`src/rtl/core/sfe_pkg.sv`:
```
// ----------------------------------------------------------------------------
// sfe_pkg
// Shared types and constants for the SBUS frame encoder.
// ----------------------------------------------------------------------------
package sfe_pkg;

    localparam logic [7:0] HEADER_BYTE = 8'h0F;
    localparam logic [7:0] FLAGS_BYTE  = 8'h00;
    localparam logic [7:0] END_BYTE    = 8'h00;
    localparam logic [3:0] LAST_CHAN   = 4'd15;

    // One classified channel transaction handed from front to back.
    typedef struct packed {
        logic        hdr;   // header byte goes first
        logic        tail;  // flags and end bytes follow
        logic        two;   // two payload bytes instead of one
        logic [15:0] data;  // payload bytes, first byte in [7:0]
    } t_job;

endpackage

```
`src/rtl/core/sfe_front.sv`:
```
// ----------------------------------------------------------------------------
// sfe_front
// Accepts channel values, packs them against the residual bits and
// classifies each transaction into a job for the byte emitter.
// ----------------------------------------------------------------------------
module sfe_front (
    input  logic           i_clk,
    input  logic           i_rst_n,
    input  logic           i_valid,
    output logic           o_ready,
    input  logic [10:0]    i_channel_value,
    output logic           o_push,
    output sfe_pkg::t_job  o_job,
    input  logic           i_full
);

    logic [3:0]  r_chan;
    logic [6:0]  r_bits;
    logic [2:0]  r_cnt;
    logic [3:0]  n_chan;
    logic [6:0]  n_bits;
    logic [2:0]  n_cnt;
    logic [17:0] acc;
    logic        two;
    logic        last;

    assign o_ready = !i_full;
    assign o_push  = i_valid && !i_full;

    assign acc  = {11'd0, r_bits} | ({7'd0, i_channel_value} << r_cnt);
    assign two  = (r_cnt >= 3'd5);
    assign last = (r_chan == sfe_pkg::LAST_CHAN);

    always_comb begin
        o_job.hdr  = (r_chan == 4'd0);
        o_job.tail = last;
        o_job.two  = two;
        o_job.data = acc[15:0];
        if (last) begin
            n_chan = 4'd0;
            n_bits = 7'd0;
            n_cnt  = 3'd0;
        end else if (two) begin
            n_chan = r_chan + 4'd1;
            n_bits = {5'd0, acc[17:16]};
            n_cnt  = r_cnt - 3'd5;
        end else begin
            n_chan = r_chan + 4'd1;
            n_bits = acc[14:8];
            n_cnt  = r_cnt + 3'd3;
        end
    end

    always_ff @(posedge i_clk) begin
        if (!i_rst_n) begin
            r_chan <= 4'd0;
            r_bits <= 7'd0;
            r_cnt  <= 3'd0;
        end else if (o_push) begin
            r_chan <= n_chan;
            r_bits <= n_bits;
            r_cnt  <= n_cnt;
        end
    end

endmodule

```
`src/rtl/core/sfe_queue.sv`:
```
// ----------------------------------------------------------------------------
// sfe_queue
// Two-entry job queue between the front and the byte emitter.
// ----------------------------------------------------------------------------
module sfe_queue (
    input  logic           i_clk,
    input  logic           i_rst_n,
    input  logic           i_push,
    input  sfe_pkg::t_job  i_job,
    output logic           o_full,
    input  logic           i_pop,
    output logic           o_valid,
    output sfe_pkg::t_job  o_job
);

    sfe_pkg::t_job r_mem [2];
    logic          r_wp;
    logic          r_rp;
    logic [1:0]    r_cnt;

    assign o_full  = (r_cnt == 2'd2);
    assign o_valid = (r_cnt != 2'd0);
    assign o_job   = r_mem[r_rp];

    always_ff @(posedge i_clk) begin
        if (i_push) begin
            r_mem[r_wp] <= i_job;
        end
    end

    always_ff @(posedge i_clk) begin
        if (!i_rst_n) begin
            r_wp  <= 1'b0;
            r_rp  <= 1'b0;
            r_cnt <= 2'd0;
        end else begin
            if (i_push) begin
                r_wp <= !r_wp;
            end
            if (i_pop) begin
                r_rp <= !r_rp;
            end
            r_cnt <= r_cnt + {1'b0, i_push} - {1'b0, i_pop};
        end
    end

endmodule

```
`src/rtl/core/sfe_back.sv`:
```
// ----------------------------------------------------------------------------
// sfe_back
// Byte emitter: walks each job through header, payload, flags and end
// bytes, one byte per cycle unless the output is stalled, into a registered output stage.
// ----------------------------------------------------------------------------
module sfe_back (
    input  logic           i_clk,
    input  logic           i_rst_n,
    input  logic           i_job_valid,
    input  sfe_pkg::t_job  i_job,
    output logic           o_pop,
    output logic           o_valid,
    input  logic           i_ready,
    output logic [7:0]     o_frame_byte,
    output logic           o_frame_end
);

    typedef enum logic [2:0] {
        P_HDR,
        P_B0,
        P_B1,
        P_FLG,
        P_END
    } t_pos;

    t_pos       r_pos;
    t_pos       cur;
    t_pos       n_pos;
    logic       done;
    logic       load;
    logic [7:0] byte_val;
    logic       r_valid;
    logic [7:0] r_byte;
    logic       r_end;

    assign cur  = (r_pos == P_HDR && !i_job.hdr) ? P_B0 : r_pos;
    assign load = i_job_valid && (!r_valid || i_ready);
    assign o_pop = load && done;

    always_comb begin
        done     = 1'b0;
        n_pos    = P_HDR;
        byte_val = sfe_pkg::HEADER_BYTE;
        unique case (cur)
            P_HDR: begin
                byte_val = sfe_pkg::HEADER_BYTE;
                n_pos    = P_B0;
            end
            P_B0: begin
                byte_val = i_job.data[7:0];
                if (i_job.two) begin
                    n_pos = P_B1;
                end else if (i_job.tail) begin
                    n_pos = P_FLG;
                end else begin
                    done = 1'b1;
                end
            end
            P_B1: begin
                byte_val = i_job.data[15:8];
                if (i_job.tail) begin
                    n_pos = P_FLG;
                end else begin
                    done = 1'b1;
                end
            end
            P_FLG: begin
                byte_val = sfe_pkg::FLAGS_BYTE;
                n_pos    = P_END;
            end
            P_END: begin
                byte_val = sfe_pkg::END_BYTE;
                done     = 1'b1;
            end
            default: begin
                done = 1'b1;
            end
        endcase
    end

    always_ff @(posedge i_clk) begin
        if (!i_rst_n) begin
            r_pos   <= P_HDR;
            r_valid <= 1'b0;
        end else begin
            if (load) begin
                r_pos   <= done ? P_HDR : n_pos;
                r_valid <= 1'b1;
                r_byte  <= byte_val;
                r_end   <= (cur == P_END);
            end else if (i_ready) begin
                r_valid <= 1'b0;
            end
        end
    end

    assign o_valid      = r_valid;
    assign o_frame_byte = r_byte;
    assign o_frame_end  = r_end;

endmodule

```
`src/rtl/core/sbus_frame_encoder_unit.sv`:
```
// ----------------------------------------------------------------------------
// sbus_frame_encoder_unit
// Streams 16 eleven-bit channel values into 25-byte SBUS frames.
// ----------------------------------------------------------------------------
// A channel transaction is accepted in any cycle the two-entry job queue has
// room; the front packs it LSB-first against the residual bits at once. The
// byte emitter drives one frame byte per cycle while the output is not
// stalled, so a channel costs one to four frame bytes: channel 0 two (header
// and payload), channels 1 to 14 one or two, channel 15 four (payload, flags,
// end).
module sbus_frame_encoder_unit (
    input  logic        i_clk,
    input  logic        i_rst_n,
    input  logic        i_valid,
    output logic        o_ready,
    input  logic [10:0] i_channel_value,
    output logic        o_valid,
    input  logic        i_ready,
    output logic [7:0]  o_frame_byte,
    output logic        o_frame_end
);

    sfe_pkg::t_job push_job;
    sfe_pkg::t_job head_job;
    logic          push;
    logic          full;
    logic          pop;
    logic          head_valid;

    sfe_front u_front (
        .i_clk           (i_clk),
        .i_rst_n         (i_rst_n),
        .i_valid         (i_valid),
        .o_ready         (o_ready),
        .i_channel_value (i_channel_value),
        .o_push          (push),
        .o_job           (push_job),
        .i_full          (full)
    );

    sfe_queue u_queue (
        .i_clk   (i_clk),
        .i_rst_n (i_rst_n),
        .i_push  (push),
        .i_job   (push_job),
        .o_full  (full),
        .i_pop   (pop),
        .o_valid (head_valid),
        .o_job   (head_job)
    );

    sfe_back u_back (
        .i_clk        (i_clk),
        .i_rst_n      (i_rst_n),
        .i_job_valid  (head_valid),
        .i_job        (head_job),
        .o_pop        (pop),
        .o_valid      (o_valid),
        .i_ready      (i_ready),
        .o_frame_byte (o_frame_byte),
        .o_frame_end  (o_frame_end)
    );

endmodule

```
`config.mk`:
```
export PLATFORM = sky130hd
export DESIGN_NAME = sbus_frame_encoder_unit
export DESIGN_NICKNAME = d
export VERILOG_FILES = /design/src/rtl/core/sfe_pkg.sv /design/src/rtl/core/sfe_front.sv /design/src/rtl/core/sfe_queue.sv /design/src/rtl/core/sfe_back.sv /design/src/rtl/core/sbus_frame_encoder_unit.sv
export SDC_FILE = /design/constraint.sdc
export NUM_CORES = 1
export LEC_CHECK = 0
export BUFFER_PORTS_ARGS = -buffer_cell sky130_fd_sc_hd__buf_2
export CORE_AREA = 2 2 93 95
export CTS_BUF_LIST = sky130_fd_sc_hd__clkbuf_16
export CTS_CLUSTER_DIAMETER = 120
export CTS_CLUSTER_SIZE = 16
export DETAILED_ROUTE_END_ITERATION = 8
export DIE_AREA = 0 0 95 97
export PLACE_DENSITY = 0.61
export SLEW_MARGIN = 25
export SYNTH_ARGS = -nofsm -noshare
export SYNTH_HDL_FRONTEND = slang
export SYNTH_HIERARCHICAL = 1
export SYNTH_SLANG_ARGS = --single-unit
```
`constraint.sdc`:
```
create_clock -name i_clk -period 3.1 [get_ports i_clk]
set_input_delay 0.155 -clock i_clk [delete_from_list [all_inputs] [get_ports i_clk]]
set_output_delay 0.155 -clock i_clk [all_outputs]
set_load 0.005 [all_outputs]
```
## Word level (Yosys, flattened, before mapping)

Memories as Yosys holds them, arrays and structs flattened. A register that Yosys moved wholly into a read port is not among the register bits.
Cells that the tools add are included.

- Memories: 1
- Word-level logic and storage cells: 63
- Bits in registers: 31
- Output and inout port bits: 11
- Bits in writable memories: 38
- Input bits: 15

- Add/sub/neg operators: 5
- Shift operators: 1
- Bitwise operators: 1
- Magnitude comparators: 1
- Muxes and demuxes: 20
- Reductions and logical operators: 18
- Equal/unequal tests: 6

Memories:

| name | words | width | read ports | clocked after Yosys merged registers in | write ports | RTL line | text |
|---|---|---|---|---|---|---|---|
| u_queue.r_mem | 2 | 19 | 1 | 1 | 1 | sfe_queue.sv:16 | `sfe_pkg::t_job r_mem [2];` |

Operator list:

| operator | number |
|---|---|
| case mux 8 bit (3 select lines) | 1 |
| bitwise OR 7 x 18 -> 18 bit | 1 |
| << shifter 11 x 3 -> 18 bit | 1 |
| 2-to-1 mux 3 bit | 5 |
| 2-to-1 mux 7 bit | 2 |
| case mux 3 bit (4 select lines) | 1 |
| 2-to-1 mux 1 bit | 8 |
| equality test 3 x 2 -> 1 bit, second input constant | 2 |
| zero test 3 bit | 2 |
| zero test 1 bit | 5 |
| adder 4 x 1 -> 4 bit, second input constant | 1 |
| equality test 4 bit, second input constant | 1 |
| logical AND 1 bit | 4 |
| zero test 4 bit | 1 |
| 2-to-1 mux 4 bit | 1 |
| nonzero test 2 bit | 2 |
| OR reduction 2 bit | 2 |
| adder 3 x 2 -> 3 bit, second input constant | 1 |
| equality test 3 x 1 -> 1 bit, second input constant | 1 |
| equality test 3 bit, second input constant | 1 |
| greater-or-equal comparator 3 bit, second input constant | 1 |
| case mux 1 bit (3 select lines) | 1 |
| subtractor 3 bit, second input constant | 1 |
| adder 2 x 1 -> 2 bit | 1 |
| other kinds (5) | 5 |

## Logic depth before layout (Yosys ltp)

- Depth after elaboration: 9
- Mapped depth: 11
- Depth with buffers taken out: 10

## Cells and area by module

Netlist, hierarchy kept.

Modules (own cells, without submodules):

| module | area an instance (um^2) | seq. area each (um^2) | instances | cells an instance |
|---|---|---|---|---|
| sfe_queue | 1651.6 | 1241.2 | 1 | 80 |
| sfe_front | 1243.7 | 280.3 | 1 | 143 |
| sfe_back | 670.6 | 350.3 | 1 | 68 |

## Worst setup path before layout

No wires, ideal clock.

- Path type: register -> register
- From: register (tool-made name)
- To: register u_queue.r_cnt[1]
- Data arrival time: 2.247 ns
- Clock period less this slack: 2.312 ns
- Required time: 3.035 ns
- Stages on the path, launching flop included: 12
- Setup time: 0.065 ns
- Buffers on the path: 1
- Setup slack: 0.788 ns
- Cell sequence: dfxtp_1 -> buf_6 -> mux2_2 -> and2b_1 -> o21bai_2 -> a31oi_4 -> nor2_1 -> ha_1 -> inv_1 -> ha_1 -> xnor3_1 -> nor2b_1

RTL lines:

| what | RTL line | text |
|---|---|---|
| end signal: assignment | sfe_queue.sv:43 | `r_cnt <= r_cnt + {1'b0, i_push} - {1'b0, i_pop};` |
| end: declaration | sfe_queue.sv:19 | `logic [1:0] r_cnt;` |

==> impl_results.md <==
* Hold crit path type: input pin to flip-flop
* I/O pins at 26
* Initial DRC Count at 86
* TritonCTS buffer count at 9
* Max Clk Rate at 409.1 MHz
* Worst slew pin tran at 0.8261 ns
* Syn Inst Count at 291
* EDFF count, synth at 47
* GRT Total Usage at 15.18%
* CP Capture Type: flip-flop
* Pwr dens at 862.4 nW/um2
* Post-CTS Setup Inserts at 0
* Net Sw Frac at 28.37%
* Initial antenna violation count at 0
* Non-Filler Instances at 426
* Post-DRT Antenna Nets at 0
* Startpoint types: flip-flop
* Slew HR at 44.85%
* CTS tree: built
* Sw power at 995.4 uW
* Clock latency on the worst-skew pair at 0.32 ns
* DIE AREA at 9215 um2
* Final-stage net count at 337
* Unrepaired setup endpoints after global routing: false
* Hold Buf Count CTS at 0
* Clock Pin Slew Worst Setup and Hold Paths at 0.06 ns
* Most used DFF post-synth: edfxtp_1
* Flop pwr share at 39.1%
* Dpl cells at 410
* Minimum clock period at 2.445 ns
* Overall routed net length at 6.439 mm
* Iteration count of the initial detailed-routing pass at 4
* Syn Std Cell Area at 3566 um2
* Status: complete, no violations
* Final setup fails at 0
* Clock root cell: clkbuf_16
* Register bit count reported by yosys at 70
* Final hold violations at 0
* Max_cap viols at 0
* FFs w/ async S/R, synth at 0%
* Tcrit/Tclk final at 78.86%
* Power, Total at 3.509 mW
* Wire length per cell at 15.12 um
* Core area at 8134 um2
* Grt total ovfl at 0
* Setup WS post-layout at 0.6554 ns
* Die H at 97 um
* Warnings from Yosys at 6
* Static leakage at 1.541 nW
* CP arrival at 2.71 ns
* Syn Area/Cell at 12.25 um2
* Seq/Total Area, Yosys at 52.49%
* Site Rows at 33
* Vias per inst at 5.289
* Clock buffer depth at 2
* Setup Slack @ Placement at 0.6640 ns
* Setup TNS at 0 ns
* Clk pwr share at 32.6%
* Comb power frac at 28.3%
* Post-synth top cells: edfxtp_1 (47), dfxtp_1 (23), nor2_1 (21), a21oi_1 (19), nand2_1 (17)
* Setup Skew at 0.006503 ns
* Starting density of the core at 43.84%
* Synth top area share at 39.58%
* Unique masters post-synth at 54
* CP Max Fanout at 17
* Fraction of layout cells with a size suffix above 1 at 26.79%
* Largest net degree at the start of global routing at 25
* Worst EP required at 3.37 ns
* Via count at 2253
* Clock Sinks at 70
* Final Hold Slack at 0.1151 ns
* Port bufs at 25
* Diodes inserted at 0
* CTS H-tree lvls at 3
* Number of global-route vias before repair at 2100
* Leading post-synthesis cells by cell area: edfxtp_1 (40%), dfxtp_1 (13%), mux2_4 (5.1%)
* Post-synth top area cell: edfxtp_1
* Syn_nets at 312
* VDD IR max at 0.3318 mV
* Crit Path Category: flip-flop to flip-flop
* First-pass GRT wire length at 10.74 mm
* Die width at 95 um
* Layout Area Growth over Synthesis at 14.11%
* Pint at 2.514 mW
* Placer Congestion at 0.7925
* DRC violations left at 0
* Post-CTS Resized at 0
* HPWL after DPL at 4.510 mm
* Top-count cell post-synth: edfxtp_1
* Pins Over Slew Limit at 0
-- power groups by stage --
stage / Combinational, mW / Clock, mW / Sequential [mW]
after global placement: 0.976 / 0 / 1.38
after CTS: 0.999 / 1.17 / 1.37
final: 0.993 / 1.14 / 1.37
after floorplan: 0.845 / 0 / 1.34
after detailed placement: 0.992 / 0 / 1.39
after global routing: 1.11 / 1.22 / 1.40
-- metrics by stage --
| step | cell area, um2 | util (%) |
|---|---|---|
| 6_report | 4069 | 50.02 |
| 5_1_grt | 4069 | 50.02 |
| 4_1_cts | 4069 | 50.02 |
| 3_5_place_dp | 3730 | 45.85 |
| 3_3_place_gp | 3730 | 45.85 |
| 2_1_floorplan | 3566 | - |
-- worst max-delay path, cell delays in order (launching register included) --
cell	delay (ns)
dfxtp_1	0.38
buf_4	0.30
mux2_4	0.35
inv_1	0.14
a31oi_4	0.11
nor2_1	0.17
ha_1	0.26
inv_1	0.06
ha_1	0.14
xnor3_1	0.38
nor2b_1	0.10
-- state kept, by name (all words and copies together) (netlist names), named ones only --
name,count
u_queue/r_mem,38
u_front/r_bits,7
u_front/r_chan,4
u_queue/r_rp,1
u_back/r_pos,3
u_back/o_valid,1
u_back/o_frame_byte,8
u_queue/r_wp,1
u_back/o_frame_end,1
u_queue/r_cnt,2
u_front/r_cnt,3
-- logic make-up (layout without fill, tap and decap cells) --
kind of cell | after synthesis | in the layout | synth area share, %
simple gates | 74 | 74 | 10.25
flops | 70 | 70 | 52.49
compound gates | 63 | 63 | 12.00
mux | 42 | 42 | 16.46
buf+inv | 33 | 63 | 5.578
fa+ha+maj | 6 | 6 | 2.105
xor+xnor | 3 | 3 | 1.123
-- worst paths after layout --
path	startpoint	to	slack (ns)	depth (start not counted)
max	flip-flop	u_queue/r_cnt[1]$_SDFF_PN0_	0.66	10
max reg2reg	flip-flop	u_queue/r_cnt[1]$_SDFF_PN0_	0.66	10
min	i_ready	u_back/o_valid$_SDFFE_PN0P_	0.12	3
min reg2reg	u_front/r_bits[2]$_SDFFE_PN0P_	u_front/r_bits[2]$_SDFFE_PN0P_	0.48	1
-- routing by layer --
metal / part of all wire (%) / track usage (%) / vias up
li1: - / - / 1113
met3: 3.9 / 3.583 / 6
met4: 1.1 / 5.463 / 0
met2: 46 / 22.04 / 55
met1: 49 / 22.08 / 1079
met5: 0 / 0 / -
-- area by class of cell --
| type | count | area (um2) |
|---|---|---|
| Clock buffer | 9 | 225.2 |
| Clock inverter | 7 | 113.9 |
| Fill cell | 714 | 4065 |
| Inverter | 16 | 61.31 |
| Multi-Input combinational cell | 188 | 1495 |
| Sequential cell | 70 | 1872 |
| Tap cell | 105 | 131.4 |
| Timing Repair Buffer | 31 | 170.2 |
-- cells in the final DEF, fill, tap and decap left out, drive strengths merged, types with 2 or more instances in the layout --
master / count
o31ai: 3
inv: 16
a21oi: 19
clkinvlp: 2
mux2i: 10
a31oi: 5
o21a: 3
nand3: 3
clkbuf: 9
and2: 10
and2b: 2
dfxtp: 23
edfxtp: 47
a22oi: 4
nor2: 22
o21bai: 3
o21ai: 10
a22o: 7
clkinv: 2
mux2: 27
and3: 2
buf: 31
o211ai: 2
ha: 6
nand2b: 2
bufinv: 3
nand2: 18
mux4: 5
nor3: 4
nor2b: 7
(Power assumes the default switching activity.)
